## src/hw/rtl/deq_pkg.sv

```systemverilog
// Shared types and constants for the double-ended queue with search.
// No dependencies; every other file in hw/rtl uses this package.
`default_nettype none

package deq_pkg;

    // Fixed widths of the channel fields
    localparam int KIND_W   = 3;
    localparam int VALUE_W  = 32;
    localparam int STATUS_W = 2;
    localparam int OCC_W    = 5;

    // Operation codes carried in the kind field
    typedef enum logic [KIND_W-1:0] {
        KIND_PUSH_FRONT = 3'd0,
        KIND_PUSH_BACK  = 3'd1,
        KIND_POP_FRONT  = 3'd2,
        KIND_POP_BACK   = 3'd3,
        KIND_QUERY      = 3'd4
    } t_kind;

    // Result status codes
    typedef enum logic [STATUS_W-1:0] {
        STATUS_OK    = 2'd0,
        STATUS_EMPTY = 2'd1,
        STATUS_FULL  = 2'd2
    } t_status;

    // Sequencer states
    typedef enum logic [1:0] {
        ST_IDLE,
        ST_POP,
        ST_SCAN
    } t_state;

    // Memory port strobes from the sequencer to the ring store
    typedef struct packed {
        logic wr_en;
        logic rd_en;
    } t_mem_ctl;

    // Result load request from the sequencer to the output register
    typedef struct packed {
        logic    load;
        logic    use_rd;
        logic    found;
        t_status status;
    } t_rsp_ctl;

endpackage

`default_nettype wire

```

## src/hw/rtl/deq_in_if.sv

```systemverilog
// Input channel of the queue: valid/ready handshake with kind and value.
// Depends on deq_pkg for the field widths.
`default_nettype none

interface deq_in_if;

    logic                        valid;
    logic                        ready;
    logic [deq_pkg::KIND_W-1:0]  kind;
    logic [deq_pkg::VALUE_W-1:0] value;

    modport source (output valid, output kind, output value, input ready);
    modport sink   (input valid, input kind, input value, output ready);

endinterface

`default_nettype wire

```

## src/hw/rtl/deq_out_if.sv

```systemverilog
// Result channel of the queue: valid/ready handshake with the result fields.
// Depends on deq_pkg for the field widths.
`default_nettype none

interface deq_out_if;

    logic                         valid;
    logic                         ready;
    logic [deq_pkg::VALUE_W-1:0]  popped_value;
    logic                         found;
    logic [deq_pkg::STATUS_W-1:0] status;
    logic [deq_pkg::OCC_W-1:0]    occupancy;

    modport source (output valid, output popped_value, output found, output status,
                    output occupancy, input ready);
    modport sink   (input valid, input popped_value, input found, input status,
                    input occupancy, output ready);

endinterface

`default_nettype wire

```

## src/hw/rtl/deq_store.sv

```systemverilog
// Ring store of the queue: one write port, one read port with registered data.
// Depends on deq_pkg for the port strobe struct.
`default_nettype none

module deq_store #(
    parameter int DEPTH      = 16,
    parameter int DATA_WIDTH = 32,
    localparam int AW        = $clog2(DEPTH)
) (
    input  logic                  i_clk,
    input  deq_pkg::t_mem_ctl     i_mem,
    input  logic [AW-1:0]         i_waddr,
    input  logic [DATA_WIDTH-1:0] i_wdata,
    input  logic [AW-1:0]         i_raddr,
    output logic [DATA_WIDTH-1:0] o_rd_data
);
    import deq_pkg::*;

    logic [DATA_WIDTH-1:0] r_mem [DEPTH];
    logic [DATA_WIDTH-1:0] r_rd_data;

    // Write the pushed element
    always_ff @(posedge i_clk) begin
        if (i_mem.wr_en) begin
            r_mem[i_waddr] <= i_wdata;
        end
    end

    // Register the read data
    always_ff @(posedge i_clk) begin
        if (i_mem.rd_en) begin
            r_rd_data <= r_mem[i_raddr];
        end
    end

    assign o_rd_data = r_rd_data;

endmodule

`default_nettype wire

```

## src/hw/rtl/deq_ctrl.sv

```systemverilog
// Sequencer of the queue: head and count registers, the shared wrap adder,
// the single search comparator and the state machine. Depends on deq_pkg.
`default_nettype none

module deq_ctrl #(
    parameter int DEPTH      = 16,
    parameter int DATA_WIDTH = 32,
    localparam int AW        = $clog2(DEPTH),
    localparam int CW        = $clog2(DEPTH + 1)
) (
    input  logic                        i_clk,
    input  logic                        i_rst_n,
    input  logic                        i_valid,
    output logic                        o_ready,
    input  logic [deq_pkg::KIND_W-1:0]  i_kind,
    input  logic [DATA_WIDTH-1:0]       i_value,
    input  logic                        i_out_free,
    input  logic [DATA_WIDTH-1:0]       i_rd_data,
    output deq_pkg::t_mem_ctl           o_mem,
    output logic [AW-1:0]               o_waddr,
    output logic [DATA_WIDTH-1:0]       o_wdata,
    output logic [AW-1:0]               o_raddr,
    output deq_pkg::t_rsp_ctl           o_rsp,
    output logic [CW-1:0]               o_count_next
);
    import deq_pkg::*;

    t_state                r_state, n_state;
    logic [AW-1:0]         r_head, n_head;
    logic [CW-1:0]         r_count, n_count;
    logic [AW-1:0]         r_ptr, n_ptr;
    logic [AW-1:0]         r_left, n_left;
    logic [DATA_WIDTH-1:0] r_key;

    logic          accept;
    logic          full;
    logic          empty;
    logic          match;
    t_kind         kind;
    logic [AW-1:0] head_dec;
    logic [AW-1:0] op_base;
    logic [CW-1:0] op_off;
    logic [CW:0]   sum_raw;
    logic [AW-1:0] sum_wrap;

    assign o_ready = (r_state == ST_IDLE) && i_out_free;
    assign accept  = i_valid && o_ready;
    assign kind    = t_kind'(i_kind);
    assign full    = (r_count == CW'(DEPTH));
    assign empty   = (r_count == '0);
    assign match   = (i_rd_data == r_key);
    assign o_wdata = i_value;

    // Step the head back one slot with wrap
    assign head_dec = (r_head == '0) ? AW'(DEPTH - 1) : r_head - AW'(1);

    // Select the operands of the shared wrap adder
    always_comb begin
        op_base = r_head;
        op_off  = CW'(1);
        if (r_state == ST_SCAN) begin
            op_base = r_ptr;
        end else begin
            case (kind)
                KIND_PUSH_BACK: op_off = r_count;
                KIND_POP_BACK:  op_off = r_count - CW'(1);
                default:        op_off = CW'(1);
            endcase
        end
    end

    // Add an offset to a ring slot and fold it back below the depth
    assign sum_raw  = {1'b0, CW'(op_base)} + {1'b0, op_off};
    assign sum_wrap = (sum_raw >= (CW + 1)'(DEPTH)) ? AW'(sum_raw - (CW + 1)'(DEPTH))
                                                    : AW'(sum_raw);

    // Next state
    always_comb begin
        n_state = r_state;
        unique case (r_state)
            ST_IDLE: begin
                if (accept && !empty) begin
                    if (kind == KIND_POP_FRONT || kind == KIND_POP_BACK) begin
                        n_state = ST_POP;
                    end else if (kind == KIND_QUERY) begin
                        n_state = ST_SCAN;
                    end
                end
            end
            ST_POP: begin
                n_state = ST_IDLE;
            end
            ST_SCAN: begin
                if (match || r_left == '0) begin
                    n_state = ST_IDLE;
                end
            end
            default: begin
                n_state = ST_IDLE;
            end
        endcase
    end

    // Datapath controls and result requests
    always_comb begin
        n_head     = r_head;
        n_count    = r_count;
        n_ptr      = r_ptr;
        n_left     = r_left;
        o_mem      = '0;
        o_waddr    = sum_wrap;
        o_raddr    = r_head;
        o_rsp      = '0;
        o_rsp.status = STATUS_OK;
        unique case (r_state)
            ST_IDLE: begin
                if (accept) begin
                    unique case (kind)
                        KIND_PUSH_FRONT: begin
                            o_rsp.load = 1'b1;
                            if (full) begin
                                o_rsp.status = STATUS_FULL;
                            end else begin
                                o_mem.wr_en = 1'b1;
                                o_waddr     = head_dec;
                                n_head      = head_dec;
                                n_count     = r_count + CW'(1);
                            end
                        end
                        KIND_PUSH_BACK: begin
                            o_rsp.load = 1'b1;
                            if (full) begin
                                o_rsp.status = STATUS_FULL;
                            end else begin
                                o_mem.wr_en = 1'b1;
                                n_count     = r_count + CW'(1);
                            end
                        end
                        KIND_POP_FRONT: begin
                            if (empty) begin
                                o_rsp.load   = 1'b1;
                                o_rsp.status = STATUS_EMPTY;
                            end else begin
                                o_mem.rd_en = 1'b1;
                                o_raddr     = r_head;
                                n_head      = sum_wrap;
                                n_count     = r_count - CW'(1);
                            end
                        end
                        KIND_POP_BACK: begin
                            if (empty) begin
                                o_rsp.load   = 1'b1;
                                o_rsp.status = STATUS_EMPTY;
                            end else begin
                                o_mem.rd_en = 1'b1;
                                o_raddr     = sum_wrap;
                                n_count     = r_count - CW'(1);
                            end
                        end
                        KIND_QUERY: begin
                            if (empty) begin
                                o_rsp.load   = 1'b1;
                                o_rsp.status = STATUS_EMPTY;
                            end else begin
                                o_mem.rd_en = 1'b1;
                                o_raddr     = r_head;
                                n_ptr       = sum_wrap;
                                n_left      = AW'(r_count - CW'(1));
                            end
                        end
                        default: begin
                            // unused codes do nothing but answer
                            o_rsp.load = 1'b1;
                        end
                    endcase
                end
            end
            ST_POP: begin
                o_rsp.load   = 1'b1;
                o_rsp.use_rd = 1'b1;
            end
            ST_SCAN: begin
                if (match) begin
                    o_rsp.load  = 1'b1;
                    o_rsp.found = 1'b1;
                end else if (r_left == '0) begin
                    o_rsp.load = 1'b1;
                end else begin
                    o_mem.rd_en = 1'b1;
                    o_raddr     = r_ptr;
                    n_ptr       = sum_wrap;
                    n_left      = r_left - AW'(1);
                end
            end
            default: begin
            end
        endcase
    end

    assign o_count_next = n_count;

    // Advance control state
    always_ff @(posedge i_clk) begin
        if (!i_rst_n) begin
            r_state <= ST_IDLE;
            r_head  <= '0;
            r_count <= '0;
            r_ptr   <= '0;
            r_left  <= '0;
        end else begin
            r_state <= n_state;
            r_head  <= n_head;
            r_count <= n_count;
            r_ptr   <= n_ptr;
            r_left  <= n_left;
        end
    end

    // Hold the search key for the scan
    always_ff @(posedge i_clk) begin
        if (accept) begin
            r_key <= i_value;
        end
    end

endmodule

`default_nettype wire

```

## src/hw/rtl/double_ended_queue_with_search.sv

```systemverilog
// Top level of the double-ended queue with search: channels, result register.
// Depends on deq_pkg, deq_in_if, deq_out_if, deq_store and deq_ctrl.
`default_nettype none

// Bounded double-ended queue of DEPTH elements of DATA_WIDTH bits, held in a
// ring store with a head pointer and a count. Each input transfer carries one
// operation: push front, push back, pop front, pop back, or a membership
// query; each gives exactly one result transfer with the popped element, a
// found flag, a status (ok, empty, full) and the occupancy after the
// operation. Operations run one at a time and input ready is low while one
// is in progress. A push loads its result as it is accepted; a pop reads
// the element through the registered read port of the ring store and loads
// it in the pop state; a query reads the head and then scans k entries, where
// k is the number of entries compared before a match or the end of the
// queue (at most the occupancy), since the single comparator checks one
// entry per cycle as the scan walks the store's one read port. Errors and
// unused operation codes answer as they are accepted. A result waits in an
// output register, and the next operation is taken in the cycle that result transfers.

module double_ended_queue_with_search #(
    parameter int DEPTH      = 16,
    parameter int DATA_WIDTH = 32
) (
    input  logic        i_clk,
    input  logic        i_rst_n,
    deq_in_if.sink      i_in,
    deq_out_if.source   o_out
);
    import deq_pkg::*;

    localparam int AW = $clog2(DEPTH);
    localparam int CW = $clog2(DEPTH + 1);

    logic                          ready;
    logic                          out_free;
    logic [DATA_WIDTH+VALUE_W-1:0] value_ext;
    logic [DATA_WIDTH-1:0]         in_data;
    logic [DATA_WIDTH-1:0]         rd_data;
    logic [DATA_WIDTH+VALUE_W-1:0] rd_ext;
    logic [CW-1:0]                 count_next;
    logic [CW+OCC_W-1:0]           count_ext;
    t_mem_ctl                      mem_ctl;
    t_rsp_ctl                      rsp;
    logic [AW-1:0]                 waddr;
    logic [AW-1:0]                 raddr;
    logic [DATA_WIDTH-1:0]         wdata;

    logic                 r_out_valid;
    logic [VALUE_W-1:0]   r_popped;
    logic                 r_found;
    t_status              r_status;
    logic [OCC_W-1:0]     r_occ;

    // Fit the value and result fields to the stored element width
    assign value_ext = {{DATA_WIDTH{1'b0}}, i_in.value};
    assign in_data   = value_ext[DATA_WIDTH-1:0];
    assign rd_ext    = {{VALUE_W{1'b0}}, rd_data};
    assign count_ext = {{OCC_W{1'b0}}, count_next};

    assign out_free   = !r_out_valid || o_out.ready;
    assign i_in.ready = ready;

    deq_ctrl #(
        .DEPTH      (DEPTH),
        .DATA_WIDTH (DATA_WIDTH)
    ) u_ctrl (
        .i_clk        (i_clk),
        .i_rst_n      (i_rst_n),
        .i_valid      (i_in.valid),
        .o_ready      (ready),
        .i_kind       (i_in.kind),
        .i_value      (in_data),
        .i_out_free   (out_free),
        .i_rd_data    (rd_data),
        .o_mem        (mem_ctl),
        .o_waddr      (waddr),
        .o_wdata      (wdata),
        .o_raddr      (raddr),
        .o_rsp        (rsp),
        .o_count_next (count_next)
    );

    deq_store #(
        .DEPTH      (DEPTH),
        .DATA_WIDTH (DATA_WIDTH)
    ) u_store (
        .i_clk     (i_clk),
        .i_mem     (mem_ctl),
        .i_waddr   (waddr),
        .i_wdata   (wdata),
        .i_raddr   (raddr),
        .o_rd_data (rd_data)
    );

    // Hold the result until it transfers
    always_ff @(posedge i_clk) begin
        if (!i_rst_n) begin
            r_out_valid <= 1'b0;
        end else if (rsp.load) begin
            r_out_valid <= 1'b1;
        end else if (o_out.ready) begin
            r_out_valid <= 1'b0;
        end
    end

    // Capture the result fields
    always_ff @(posedge i_clk) begin
        if (rsp.load) begin
            r_popped <= rsp.use_rd ? rd_ext[VALUE_W-1:0] : '0;
            r_found  <= rsp.found;
            r_status <= rsp.status;
            r_occ    <= count_ext[OCC_W-1:0];
        end
    end

    assign o_out.valid        = r_out_valid;
    assign o_out.popped_value = r_popped;
    assign o_out.found        = r_found;
    assign o_out.status       = r_status;
    assign o_out.occupancy    = r_occ;

    // A new operation is taken only when the waiting result leaves
    a_ready_frees: assert property (@(posedge i_clk) disable iff (!i_rst_n)
        (i_in.ready && r_out_valid) |-> o_out.ready)
        else $error("input taken while a result is stalled");

    // A result is never loaded over one that has not transferred
    a_no_overwrite: assert property (@(posedge i_clk) disable iff (!i_rst_n)
        (rsp.load && r_out_valid) |-> o_out.ready)
        else $error("result overwritten before transfer");

    // The element count stays within the ring
    a_count_bound: assert property (@(posedge i_clk) disable iff (!i_rst_n)
        count_next <= CW'(DEPTH))
        else $error("element count beyond depth");

    // A found flag comes only with an ok status and no popped element
    a_found_ok: assert property (@(posedge i_clk) disable iff (!i_rst_n)
        (r_out_valid && r_found) |-> (r_status == STATUS_OK && r_popped == '0))
        else $error("found flag with error status or popped data");

endmodule

`default_nettype wire

```

## src/flat_wrapper.sv

```systemverilog
// flat-port wrapper written by rule: the top's interface ports become plain ports
module double_ended_queue_with_search_flat import deq_pkg::*;
#(
    parameter int DEPTH      = 16,
    parameter int DATA_WIDTH = 32
)
  (i_clk, i_rst_n, i_in_valid, i_in_kind, i_in_value, i_in_ready, o_out_valid, o_out_popped_value, o_out_found, o_out_status, o_out_occupancy, o_out_ready);
  deq_in_if i_in_i ();
  deq_out_if o_out_i ();
  input  logic i_clk;
  input  logic i_rst_n;
  input wire logic [$bits(i_in_i.valid)-1:0] i_in_valid;
  input wire logic [$bits(i_in_i.kind)-1:0] i_in_kind;
  input wire logic [$bits(i_in_i.value)-1:0] i_in_value;
  output wire logic [$bits(i_in_i.ready)-1:0] i_in_ready;
  output wire logic [$bits(o_out_i.valid)-1:0] o_out_valid;
  output wire logic [$bits(o_out_i.popped_value)-1:0] o_out_popped_value;
  output wire logic [$bits(o_out_i.found)-1:0] o_out_found;
  output wire logic [$bits(o_out_i.status)-1:0] o_out_status;
  output wire logic [$bits(o_out_i.occupancy)-1:0] o_out_occupancy;
  input wire logic [$bits(o_out_i.ready)-1:0] o_out_ready;
  assign i_in_i.valid = i_in_valid;
  assign i_in_i.kind = i_in_kind;
  assign i_in_i.value = i_in_value;
  assign i_in_ready = i_in_i.ready;
  assign o_out_valid = o_out_i.valid;
  assign o_out_popped_value = o_out_i.popped_value;
  assign o_out_found = o_out_i.found;
  assign o_out_status = o_out_i.status;
  assign o_out_occupancy = o_out_i.occupancy;
  assign o_out_i.ready = o_out_ready;
  double_ended_queue_with_search #(.DEPTH(DEPTH), .DATA_WIDTH(DATA_WIDTH)) u_core (.i_clk(i_clk), .i_rst_n(i_rst_n), .i_in(i_in_i), .o_out(o_out_i));
endmodule
```

## config.mk

```make
export PLATFORM = sky130hd
export DESIGN_NAME = double_ended_queue_with_search_flat
export DESIGN_NICKNAME = d
export VERILOG_FILES = /design/src/hw/rtl/deq_pkg.sv /design/src/hw/rtl/deq_in_if.sv /design/src/hw/rtl/deq_out_if.sv /design/src/hw/rtl/deq_store.sv /design/src/hw/rtl/deq_ctrl.sv /design/src/hw/rtl/double_ended_queue_with_search.sv /design/src/flat_wrapper.sv
export SDC_FILE = /design/constraint.sdc
export NUM_CORES = 1
export LEC_CHECK = 0
export BUFFER_PORTS_ARGS = -buffer_cell sky130_fd_sc_hd__buf_2
export CAP_MARGIN = 30
export CORE_MARGIN = 5
export CORE_UTILIZATION = 45
export DETAILED_ROUTE_END_ITERATION = 10
export GPL_TIMING_DRIVEN = 0
export PLACE_DENSITY = 0.65
export SKIP_LAST_GASP = 1
export SLEW_MARGIN = 15
export SYNTH_ARGS = -nofsm -noshare
export SYNTH_HDL_FRONTEND = slang
export SYNTH_SLANG_ARGS = --single-unit
```

## constraint.sdc

```tcl
create_clock -name i_clk -period 7.35 [get_ports i_clk]
set_input_delay 1.47 -clock i_clk [delete_from_list [all_inputs] [get_ports i_clk]]
set_output_delay 1.47 -clock i_clk [all_outputs]
set_load 0.02 [all_outputs]
```

==> results of run 1 <==
[kinds of logic (layout without fill, tap and decap cells)]
family,Yosys count,count (layout),synth area share
DFF,636,636,0.748
muxes,269,269,0.107
and+or+nand+nor,216,216,0.0505
AOI/OAI and AO/OA,198,198,0.0510
buffers and inverters,93,312,0.0243
xor gates and xnor gates,43,43,0.0149
adders and majority gates,9,9,0.00475
other,0,2,0
[per-layer routing]
layer	up-vias	share of wire	GRT usage
met4	4	0.029	0.0594
met1	6886	0.42	0.279
met3	110	0.073	0.0362
met2	539	0.47	0.322
li1	6129	-	-
met5	-	0.00034	0
[Yosys cell counts (all sizes together), types with 5 or more instances]
cell | number | area, um2
and2 | 40 | 250
ha | 8 | 100
nand2b | 8 | 57.6
edfxtp | 616 | 18500
mux2i | 264 | 2650
o21ai | 22 | 110
inv | 17 | 63.8
nor3 | 8 | 40.0
nand3 | 10 | 55.1
nor2 | 36 | 143
nor2b | 7 | 43.8
dfxtp | 20 | 400
or4 | 32 | 244
nor3b | 5 | 37.5
xor2 | 6 | 52.6
clkbuf | 31 | 190
buf | 44 | 349
a21oi | 16 | 87.6
mux2 | 5 | 56.3
o22ai | 126 | 788
nand4 | 8 | 50.1
xnor2 | 37 | 324
nand2 | 45 | 171
[stage by stage]
step	total power, uW	setup WS [ns]	cells
3_5_place_dp	4650	1.12	2315
3_3_place_gp	4620	-1.28	2289
5_1_grt	8120	1.39	2431
2_1_floorplan	4440	1.74	1464
4_1_cts	7950	1.76	2431
6_report	7890	1.73	2433
[registers in the layout, summed over array words and instances, names as in the netlist]
name and cells:
u_core.o_out.found 1, u_core.u_store.o_rd_data 32, u_core.u_ctrl.r_state 2, u_core.u_ctrl.r_ptr 4
u_core.o_out.valid 1, u_core.u_ctrl.r_count 5, u_core.o_out.popped_value 32, u_core.u_ctrl.r_key 32
u_core.o_out.occupancy 5, u_core.o_out.status 2, u_core.u_ctrl.r_head 4, u_core.u_ctrl.r_left 4
u_core.u_store.r_mem 512
[power by group]
part	internal, uW	switching, uW
Sequential	4040	18.9
Combinational	176	338
Clock	1950	1360
Total	6170	1720
[worst min path at each step]
| stage | start | to |
|---|---|---|
| CTS | u_core.u_ctrl.r_left[3] | u_core.u_ctrl.r_left[3] |
| global route | u_core.u_ctrl.r_left[3] | u_core.u_ctrl.r_left[3] |
| floorplan | u_core.u_ctrl.r_left[3] | u_core.u_ctrl.r_left[3] |
| global placement | u_core.u_ctrl.r_left[3] | u_core.u_ctrl.r_left[3] |
| detailed placement | u_core.u_ctrl.r_left[3] | u_core.u_ctrl.r_left[3] |
| finish | u_core.u_ctrl.r_left[3] | u_core.u_ctrl.r_left[3] |
[cell usage in the layout, fill, tap and decap left out, types with 4 or more instances in the layout]
cell type,count
buf_2,104
buf_12,10
clkinv_2,12
nand4_1,8
xor2_1,6
edfxtp_1,616
clkbuf_8,7
a21oi_1,14
nor2_4,17
inv_6,4
clkinv_1,9
nand2_1,44
buf_6,15
ha_1,8
nor3_1,8
o21ai_0,20
and2_1,40
nand3_1,9
nor2b_1,7
mux2_2,5
nand2b_1,7
inv_1,16
o22ai_1,125
nor3b_1,5
buf_16,13
bufinv_16,7
mux2i_1,263
dfxtp_1,20
xnor2_1,37
or4_1,31
nor2_1,19
clkbuf_1,34
clkbuf_16,68
[worst register-to-register path, cell delays in order (launching register included)]
cell	delay (ns)
dfxtp_1	0.31
clkbuf_8	0.15
nor2b_1	0.12
clkbuf_1	0.31
clkbuf_1	0.42
nand2_1	0.15
o21ai_0	0.11
ha_1	0.26
clkdlybuf4s50_2	0.60
a221oi_1	0.41
a2bb2oi_1	0.14
o221ai_2	0.31
buf_6	0.21
nand2b_1	0.21
clkbuf_1	0.63
o22ai_1	0.25
or4_1	0.52
[final cells by class]
type                    count  area [um2]  area share
clock inverters            37         399      0.0135
diodes                      2        5.00    0.000170
multi-input cells         735        5910       0.201
repair buffers            103         958      0.0325
clock buffers              79        1740      0.0592
well taps                 748         936      0.0318
flip-flops and latches    636       18900       0.641
plain buffers              76         551      0.0187
inverters                  17        63.8     0.00217
==> summary.md, run 1 <==
| Metric | Value |
|---|---|
| Status | finished, final reports clean |
| Area of the mapped netlist | 25,300 um2 |
| DIE AREA | 61,000 um2 |
| Most used DFF post-synth | edfxtp_1 |
| Via count | 13,700 |
| Root buf cell | clkbuf_16 |
| Worst hold margin | 0.470 ns |
| Maximum net fanout on the critical path | 10 |
| Synthesized net count | 1,512 |
| Grt ovf | 0 |
| RSZ-0062 raised after global routing | no |
| Number of synthesis warnings | 0 |
| Mean Syn Cell Area | 17.3 um2 |
| Category of the worst setup path launch point | input pin |
| Maximum number of pins on one net before global-route repair | 42 |
| Cell area reported after detailed placement | 27,300 um2 |
| Hold path depth | 2 |
| Capturing element of the worst setup path | u_core.u_store.o_rd_data[21] |
| Worst setup path class | input pin to flip-flop |
| Post-route standard cell area excluding fillers | 29,500 um2 |
| DRC | 0 |
| Worst slew margin relative to its limit | 0.400 |
| TritonCTS clock tree | done |
| Gr usage total | 0.200 |
| Post_cts resized | 0 |
| Top achievable clock speed | 178 MHz |
| CP arrival | 5.95 ns |
| CTS hold repair buffers | 0 |
| IO Count | 81 |
| Number of DRC markers after the initial detailed-route iteration | 1,352 |
| Required time of the worst setup path | 7.68 ns |
| Port Buffer Count | 77 |
| Post-DP HPWL | 40,300 um |
| Largest voltage drop on the vdd net | 185 uV |
| Actual slew at the worst max-slew pin | 0.900 ns |
| Area growth from synthesis to layout | 16.6% |
| Accumulated negative setup slack | 0 ns |
| Max-cap check violation count | 0 |
| Wire length of the first global-routing pass | 89,000 um |
| Async set-or-reset flop fraction in the synthesized netlist | 0 |
| Endpoint kind of the worst setup timing path | flip-flop |
| Layout cell share with drive strength beyond 1 | 0.175 |
| Length of the first detailed-routing pass in iterations | 5 |
| Via count of the first global-routing pass | 13,600 |
| Vias per cell | 5.62 |
| Initial standard-cell utilization of the core | 0.456 |
| Sequential area share after synthesis | 0.748 |
| Final layout net count | 1,684 |
| Number of enable-type register cells in the synthesized netlist | 616 |
| Slowest-stage cell, CP | clkbuf_1 |
| Setup violators final | 0 |
| Die Y | 247 um |
| Number of standard-cell rows in the floorplan | 86 |
| Post-CTS setup buffers | 0 |
| Worst-case register-to-register setup slack | 1.97 ns |
| Weighted congestion reported at the end of routability-driven placement | 0.834 |
| Antenna-violating nets left | 0 |
| Number of buffers created by CTS | 67 |
| Post-Syn Instances | 1,464 |
| Bufs and invs on worst path | 5 |
| Max Buffers Root-to-Sink | 3 |
| Capturing point of the worst reg2reg path | u_core.u_store.o_rd_data[21] |
| Setup skew after layout | 0.0178 ns |
| Cells traversed along the worst timing path | clkbuf_8 > clkbuf_1 > nor3b_1 > nand2_1 > ha_1 > clkdlybuf4s50_2 > a221oi_1 > a2bb2oi_1 > o221ai_2 > buf_6 > nand2b_1 > clkbuf_1 > o22ai_1 > or4_1 |
| Total number of H-tree levels | 3 |
| Clock input transition at the sequential cells of the worst setup and hold paths | 0.06 ns |
| Flip-flop and latch count after synthesis | 636 |
| Worst-Skew Late Latency | 0.60 ns |
| Initial antenna violation count | 3 |
| Fillers | 4,368 |
| Final Max Slew Viols | 0 |
| Number of different library cells in the post-synthesis netlist | 73 |
| Sinks on Clock Net | 636 |
| Path length in cells of the critical path | 14 |
| Final worst path period need | 5.62 ns |
| Average detailed-routed wire length per instance | 25.2 um |
| Final wirelength | 61,300 um |
| Final-report hold violation count | 0 |
| Largest delay contributor family on the critical path | buffers and inverters |
| Cell repeated most along the worst path | clkbuf_1 |
| Crit Reg-Reg Startpoint | u_core.u_ctrl.r_state[1] |
| Slowest Stage Delay on Critical Path | 0.63 ns |
| Final core utilization | 0.532 |
| Width of the die | 247 um |
| Leakage | 0.00946 uW |
| Number of cell instances on the worst register-to-register path | 16 |
| CP startpoint | i_in_kind[0] |
| Area of the core | 55,400 um2 |
| Power density normalized to cell area | 268 nW/um2 |
| Path category of the worst min-delay check | flip-flop to flip-flop |
| Fraction of the cycle the final worst path needs | 0.764 |
(Power assumes the default switching activity.)
==> run 2, diff against run 1 <==
--- a/config.mk
+++ b/config.mk
@@ -11,7 +11,7 @@
 export CORE_UTILIZATION = 45
 export DETAILED_ROUTE_END_ITERATION = 10
 export GPL_TIMING_DRIVEN = 0
-export PLACE_DENSITY = 0.65
+export PLACE_DENSITY = 0.67
 export SKIP_LAST_GASP = 1
 export SLEW_MARGIN = 15
 export SYNTH_ARGS = -nofsm -noshare
==> constraint.sdc (replaced) <==
create_clock -name i_clk -period 4.6 [get_ports i_clk]
set_input_delay 0.92 -clock i_clk [delete_from_list [all_inputs] [get_ports i_clk]]
set_output_delay 0.92 -clock i_clk [all_outputs]
set_load 0.02 [all_outputs]
==> run 2 against run 1 <==
Against the previous run: largest power group unchanged; largest cell class unchanged; global-route usage grew 0.20 points; power grew 60%; hold slack gained 0.0096 ns; critical path type unchanged; clock-buffer cell count grew 10; core utilization grew 0.10 points; via count grew 0.97%; combinational power grew 61%; flip-flop and latch count is the same; non-clock buffer count shrank 6; critical path depth grew 3.
==> summary.md, run 2 (synthesis gave the netlist of run 1 again) <==
| Metric | Value |
|---|---|
| Status | finished, final reports clean (unchanged) |
| CP arrival | 4.71 ns (was 5.95 ns) |
| Top achievable clock speed | 228 MHz |
| Number of buffers created by CTS | 68 (was 67) |
| Final Max Slew Viols | 0 (unchanged) |
| Bufs and invs on worst path | 5 (unchanged) |
| Fraction of the cycle the final worst path needs | 0.954 |
| Number of DRC markers after the initial detailed-route iteration | 1,354 (was 1,352) |
| Setup skew after layout | 0.0205 ns (was 0.0178 ns) |
| Area growth from synthesis to layout | 16.8% (was 16.6%) |
| Weighted congestion reported at the end of routability-driven placement | 0.846 (was 0.834) |
| Final worst path period need | 4.39 ns |
| Worst hold margin | 0.480 ns (was 0.470 ns) |
| Via count | 13,800 (was 13,700) |
| Vias per cell | 5.69 (was 5.62) |
| Wire length of the first global-routing pass | 90,500 um (was 89,000 um) |
| Max-cap check violation count | 0 (unchanged) |
| Slowest Stage Delay on Critical Path | 0.55 ns (was 0.63 ns) |
| Sinks on Clock Net | 636 (unchanged) |
| IO Count | 81 (unchanged) |
| RSZ-0062 raised after global routing | no (unchanged) |
| Via count of the first global-routing pass | 13,800 (was 13,600) |
| Die Y | 247 um (unchanged) |
| Layout cell share with drive strength beyond 1 | 0.178 (was 0.175) |
| Commonest non-fill, non-tap cell in the layout | edfxtp_1 (unchanged) |
| Highest-count cells in the layout ignoring fill and taps | edfxtp_1, mux2i_1, o22ai_1, buf_2, clkbuf_16 (unchanged) |
| Antenna-violating nets left | 0 (unchanged) |
| Post-DP HPWL | 40,000 um (was 40,300 um) |
| Footprint of the multi-input gates | 5940 um2 (was 5910 um2) |
| DRC | 0 (unchanged) |
| Maximum net fanout on the critical path | 10 (unchanged) |
| Final layout net count | 1,679 (was 1,684) |
| Worst setup path class | input pin to flip-flop (unchanged) |
| Worst slew margin relative to its limit | 0.376 (was 0.400) |
| Leakage | 0.00948 uW (was 0.00946 uW) |
| Total number of H-tree levels | 3 (unchanged) |
| Post-route standard cell area excluding fillers | 29,500 um2 (about the same) |
| Length of the first detailed-routing pass in iterations | 5 (unchanged) |
| Initial antenna violation count | 1 (was 3) |
| Cell area reported after detailed placement | 27,300 um2 (about the same) |
| Number of standard-cell rows in the floorplan | 86 (unchanged) |
| Max Buffers Root-to-Sink | 3 (unchanged) |
| Post-CTS setup buffers | 0 (unchanged) |
| CTS hold repair buffers | 0 (unchanged) |
| Grt ovf | 0 (unchanged) |
| Path category of the worst min-delay check | flip-flop to flip-flop (unchanged) |
| Power density normalized to cell area | 429 nW/um2 (was 268 nW/um2) |
| Category of the worst setup path launch point | input pin (unchanged) |
| Average detailed-routed wire length per instance | 25.5 um (was 25.2 um) |
| Gr usage total | 0.202 (was 0.200) |
| Largest register FFs | 512 (unchanged) |
| Width of the die | 247 um (unchanged) |
| Top register by number of flip-flops | u_core.u_store.r_mem (unchanged) |
| Final-report hold violation count | 0 (unchanged) |
| Area of the core | 55,400 um2 (unchanged) |
| Endpoint kind of the worst setup timing path | flip-flop (unchanged) |
| Initial standard-cell utilization of the core | 0.456 (unchanged) |
| Worst-Skew Late Latency | 0.61 ns (was 0.60 ns) |
| Largest delay contributor family on the critical path | buffers and inverters (unchanged) |
| Root buf cell | clkbuf_16 (unchanged) |
| Cells traversed along the worst timing path | buf_2 > clkbuf_1 > xnor2_1 > nand2_1 > ha_1 > inv_1 > fa_1 > xnor2_2 > mux2i_1 > nor2_1 > nor2_1 > mux2i_4 > buf_6 > buf_6 > mux2i_1 > o22ai_1 > or4_1 (was clkbuf_8 > clkbuf_1 > nor3b_1 > nand2_1 > ha_1 > clkdlybuf4s50_2 > a221oi_1 > a2bb2oi_1 > o221ai_2 > buf_6 > nand2b_1 > clkbuf_1 > o22ai_1 > or4_1) |
| DIE AREA | 61,000 um2 (unchanged) |
| Largest voltage drop on the vdd net | 297 uV (was 185 uV) |
| TritonCTS clock tree | done (unchanged) |
| Slowest-stage cell, CP | or4_1 (was clkbuf_1) |
| Fillers | 4,327 (was 4,368) |
| Flip-flop and latch area | 18,900 um2 (unchanged) |
| Setup violators final | 0 (unchanged) |
| Required time of the worst setup path | 4.92 ns (was 7.68 ns) |
| Actual slew at the worst max-slew pin | 0.936 ns (was 0.900 ns) |
| Clock input transition at the sequential cells of the worst setup and hold paths | 0.06 ns (about the same) |
| Port Buffer Count | 77 (unchanged) |
| Maximum number of pins on one net before global-route repair | 42 (unchanged) |
| Final wirelength | 61,900 um (was 61,300 um) |
[run 2: cell types whose count changed in the layout (fill, tap and decap cells not counted), sizes merged]
cell	before	now
clkbuf	110	117
clkinv	23	19
buf	147	144
inv	22	19
bufinv	7	6
clkinvlp	2	1
diode	2	1
[run 2: power by group]
group,total [uW],switching (uW),internal (uW)
clock,5340,2190,3150
sequential,6490,30.0,6460
combinational,828,538,289
total,12700,2760,9900
[run 2: per-layer routing]
layer,GRT usage,vias to the layer above,share of wire
met1,0.282,7014,0.43
met5,0,-,0
li1,-,6116,-
met2,0.319,553,0.47
met4,0.0591,0,0.027
met3,0.0467,118,0.076
[run 2: area by class of cell]
type,count,share of cell area
multi-input cells,735,0.201
flip-flops and latches,636,0.640
repair buffers,100,0.0307
well taps,748,0.0317
inverters,17,0.00216
clock inverters,28,0.0109
plain buffers,73,0.0209
diodes,1,0.0000848
clock buffers,89,0.0621
[run 2: path summary, 6_finish.rpt]
check / start / to / slack, ns / cells past startpoint
min: u_core.u_ctrl.r_left[3] / u_core.u_ctrl.r_left[3] / 0.48 / 2
max reg2reg: u_core.u_ctrl.r_state[1] / u_core.u_store.o_rd_data[26] / 0.23 / 18
max: i_in_kind[1] / u_core.u_store.o_rd_data[26] / 0.21 / 17
min reg2reg: u_core.u_ctrl.r_left[3] / u_core.u_ctrl.r_left[3] / 0.48 / 2
[run 2: what timing repair did]
action	4_1_cts	5_1_grt
gates cloned	0	0
endpoints found under the setup margin	178	32
resized for setup	36	6
pin swaps	1	1
[run 2: tightest hold or removal path: stages (launching register included)]
cell and delay [ns]:
dfxtp_1 0.33, inv_1 0.06, a21oi_1 0.05
[run 2: stage by stage]
| step | power [uW] | cells | util | TNS (ns) | setup WS [ns] |
|---|---|---|---|---|---|
| after floorplan | 7100 | 1464 | - | -79.69 | -0.242 |
| after global placement | 7380 | 2289 | 0.480 | -1081.38 | -2.38 |
| after detailed placement | 7430 | 2312 | 0.492 | -89.00 | -1.08 |
| after CTS | 12700 | 2429 | 0.533 | -0.00372 | -0.00372 |
| after global routing | 13000 | 2426 | 0.533 | 0 | 0.00115 |
| final | 12700 | 2427 | 0.533 | 0 | 0.212 |
==> run 3, diff against run 2 <==
--- a/config.mk
+++ b/config.mk
@@ -8,10 +8,11 @@
 export BUFFER_PORTS_ARGS = -buffer_cell sky130_fd_sc_hd__buf_2
 export CAP_MARGIN = 30
 export CORE_MARGIN = 5
-export CORE_UTILIZATION = 45
+export CORE_UTILIZATION = 40
+export CTS_CLUSTER_SIZE = 25
 export DETAILED_ROUTE_END_ITERATION = 10
 export GPL_TIMING_DRIVEN = 0
-export PLACE_DENSITY = 0.67
+export PLACE_DENSITY = 0.61
 export SKIP_LAST_GASP = 1
 export SLEW_MARGIN = 15
 export SYNTH_ARGS = -nofsm -noshare
==> run 3 against run 2 <==
Against the previous run: cell area increased by 0.70%; hold slack got worse by 0.0072 ns; combinational power increased by 0.5%; largest power group unchanged; first-iteration DRC count decreased by 4.8%.
==> summary.md, run 3 (synthesis gave the netlist of run 1 again) <==
| Metric | Value |
|---|---|
| Accumulated negative setup slack | 0 ns (unchanged) |
| DRC | 0 (unchanged) |
| TritonCTS clock tree | done (unchanged) |
| DIE AREA | 68,300 um2 (was 61,000 um2) |
| Antenna-violating nets left | 0 (unchanged) |
| Post-DP HPWL | 41,800 um (was 40,000 um) |
| Worst setup path class | flip-flop to flip-flop (was input pin to flip-flop) |
| Worst slew margin relative to its limit | 0.401 (was 0.376) |
| Footprint of the multi-input gates | 5940 um2 (about the same) |
| Via count | 13,800 (about the same) |
| Final-report hold violation count | 0 (unchanged) |
| Cells traversed along the worst timing path | clkbuf_8 > nor2b_1 > clkbuf_4 > nand2_1 > o21ai_0 > ha_1 > inv_1 > fa_1 > xnor2_2 > mux2i_1 > nor2_1 > nor2_1 > mux2i_4 > buf_2 > mux2i_1 > o22ai_1 > or4_1 (was buf_2 > clkbuf_1 > xnor2_1 > nand2_1 > ha_1 > inv_1 > fa_1 > xnor2_2 > mux2i_1 > nor2_1 > nor2_1 > mux2i_4 > buf_6 > buf_6 > mux2i_1 > o22ai_1 > or4_1) |
| Largest register FFs | 512 (unchanged) |
| Via count of the first global-routing pass | 13,800 (about the same) |
| Sequential share of power | 0.512 (was 0.513) |
| Wire length of the first global-routing pass | 92,500 um (was 90,500 um) |
| Worst hold margin | 0.473 ns (was 0.480 ns) |
| Worst-Skew Late Latency | 0.60 ns (was 0.61 ns) |
| Share of power burned in combinational logic | 0.066 (was 0.065) |
| Vias per cell | 5.43 (was 5.69) |
| Actual slew at the worst max-slew pin | 0.898 ns (was 0.936 ns) |
| Endpoint kind of the worst setup timing path | flip-flop (unchanged) |
| Required time of the worst setup path | 4.93 ns (was 4.92 ns) |
| Power density normalized to cell area | 427 nW/um2 (was 429 nW/um2) |
| Leakage | 0.00953 uW (was 0.00948 uW) |
| Die Y | 261 um (was 247 um) |
| Clock input transition at the sequential cells of the worst setup and hold paths | 0.06 ns (about the same) |
| Initial antenna violation count | 0 (was 1) |
| Status | finished, final reports clean (unchanged) |
| Grt ovf | 0 (unchanged) |
| Max Buffers Root-to-Sink | 3 (unchanged) |
| Switching share of total power | 0.218 (about the same) |
| Largest delay contributor family on the critical path | simple AND/OR/NAND/NOR gates (was buffers and inverters) |
| Area of the core | 62,900 um2 (was 55,400 um2) |
| Internal cell power | 9920 uW (was 9900 uW) |
| Slowest Stage Delay on Critical Path | 0.52 ns (was 0.55 ns) |
| Maximum net fanout on the critical path | 16 (was 10) |
| Number of DRC markers after the initial detailed-route iteration | 1,289 (was 1,354) |
| Top achievable clock speed | 227 MHz (was 228 MHz) |
| Number of standard-cell rows in the floorplan | 92 (was 86) |
| Fillers | 5,347 (was 4,327) |
| Max-cap check violation count | 0 (unchanged) |
| Final Max Slew Viols | 0 (unchanged) |
| Final layout net count | 1,682 (was 1,679) |
| Width of the die | 261 um (was 247 um) |
| Sinks on Clock Net | 636 (unchanged) |
| Root buf cell | clkbuf_16 (unchanged) |
| Final wirelength | 63,800 um (was 61,900 um) |
| Setup violators final | 0 (unchanged) |
| Commonest non-fill, non-tap cell in the layout | edfxtp_1 (unchanged) |
| Weighted congestion reported at the end of routability-driven placement | 0.845 (was 0.846) |
| Final worst path period need | 4.40 ns (was 4.39 ns) |
| Bufs and invs on worst path | 4 (was 5) |
| IO Count | 81 (unchanged) |
| Maximum number of pins on one net before global-route repair | 42 (unchanged) |
| Clock power share | 0.422 (about the same) |
| Reported net switching power | 2760 uW (about the same) |
| Layout cell share with drive strength beyond 1 | 0.183 (was 0.178) |
| Area growth from synthesis to layout | 17.6% (was 16.8%) |
| Average detailed-routed wire length per instance | 25.2 um (was 25.5 um) |
| Total number of H-tree levels | 3 (unchanged) |
| Setup skew after layout | 0.0226 ns (was 0.0205 ns) |
| Highest-count cells in the layout ignoring fill and taps | edfxtp_1, mux2i_1, o22ai_1, buf_2, clkbuf_16 (unchanged) |
| Gr usage total | 0.186 (was 0.202) |
| Initial standard-cell utilization of the core | 0.402 (was 0.456) |
| RSZ-0062 raised after global routing | yes (was no) |
| Flip-flop and latch area | 18,900 um2 (about the same) |
| Port Buffer Count | 77 (unchanged) |
| Number of buffers created by CTS | 68 (unchanged) |
| Largest voltage drop on the vdd net | 263 uV (was 297 uV) |
| Top register by number of flip-flops | u_core.u_store.r_mem (unchanged) |
| Length of the first detailed-routing pass in iterations | 5 (unchanged) |
| Fraction of the cycle the final worst path needs | 0.957 (was 0.954) |
| Path category of the worst min-delay check | flip-flop to flip-flop (unchanged) |
| Slowest-stage cell, CP | or4_1 (unchanged) |
| CP arrival | 4.74 ns (was 4.71 ns) |
| Category of the worst setup path launch point | flip-flop (was input pin) |
-- run 3: worst reg2reg max path: stages, from the launching register on --
cell and delay [ns]:
dfxtp_1 0.31, clkbuf_8 0.15, nor2b_1 0.12, clkbuf_4 0.26, nand2_1 0.12, o21ai_0 0.10
ha_1 0.19, inv_1 0.06, fa_1 0.41, xnor2_2 0.29, mux2i_1 0.16, nor2_1 0.19
nor2_1 0.10, mux2i_4 0.28, buf_2 0.47, mux2i_1 0.30, o22ai_1 0.11, or4_1 0.52
-- run 3: cell type report --
type,count,area share
Tap cell,846,0.0356
Clock buffer,83,0.0613
Timing Repair Buffer,103,0.0321
Multi-Input combinational cell,735,0.200
Inverter,17,0.00215
Buffer,73,0.0206
Sequential cell,636,0.636
Clock inverter,40,0.0125
Antenna cell,1,0.0000842
-- run 3: layer usage --
layer	vias up	GRT usage	part of all wire
li1	6142	-	-
met1	7041	0.262	0.44
met2	479	0.297	0.47
met3	98	0.0371	0.069
met4	0	0.0504	0.024
met5	-	0	0
-- run 3: metrics by stage --
stage / util / power [uW] / std cells / area [um2] / worst slack (ns)
2_1_floorplan: - / 7100 / 1464 / 25300 / -0.242
3_3_place_gp: 0.425 / 7390 / 2387 / 26700 / -2.66
3_5_place_dp: 0.436 / 7440 / 2412 / 27400 / -1.17
4_1_cts: 0.473 / 12800 / 2535 / 29700 / 0.0154
5_1_grt: 0.473 / 13100 / 2533 / 29700 / -0.0136
6_report: 0.473 / 12700 / 2534 / 29700 / 0.197
-- run 3: worst paths after layout --
path / cells after the start / end / slack, ns / from
worst max register to register: 17 / u_core.u_store.o_rd_data[6] / 0.20 / u_core.u_ctrl.r_state[1]
worst min-delay path: 2 / u_core.u_ctrl.r_left[3] / 0.47 / u_core.u_ctrl.r_left[3]
worst min register to register: 2 / u_core.u_ctrl.r_left[3] / 0.47 / u_core.u_ctrl.r_left[3]
worst max-delay path: 17 / u_core.u_store.o_rd_data[6] / 0.20 / u_core.u_ctrl.r_state[1]
-- run 3: what timing repair did --
action | in CTS | in global routing
buffers inserted | 0 | 1
gates resized for setup | 32 | 11
pin swaps | 1 | 2
setup endpoints to repair | 199 | 32
hold buffers | 0 | 0
-- run 3: power by group through the flow --
| stage | registers (uW) | logic (uW) | clock network [uW] |
|---|---|---|---|
| after floorplan | 6650 | 445 | 0 |
| after global placement | 6620 | 774 | 0 |
| after detailed placement | 6620 | 826 | 0 |
| after CTS | 6490 | 837 | 5450 |
| after global routing | 6500 | 891 | 5700 |
| final | 6490 | 832 | 5350 |
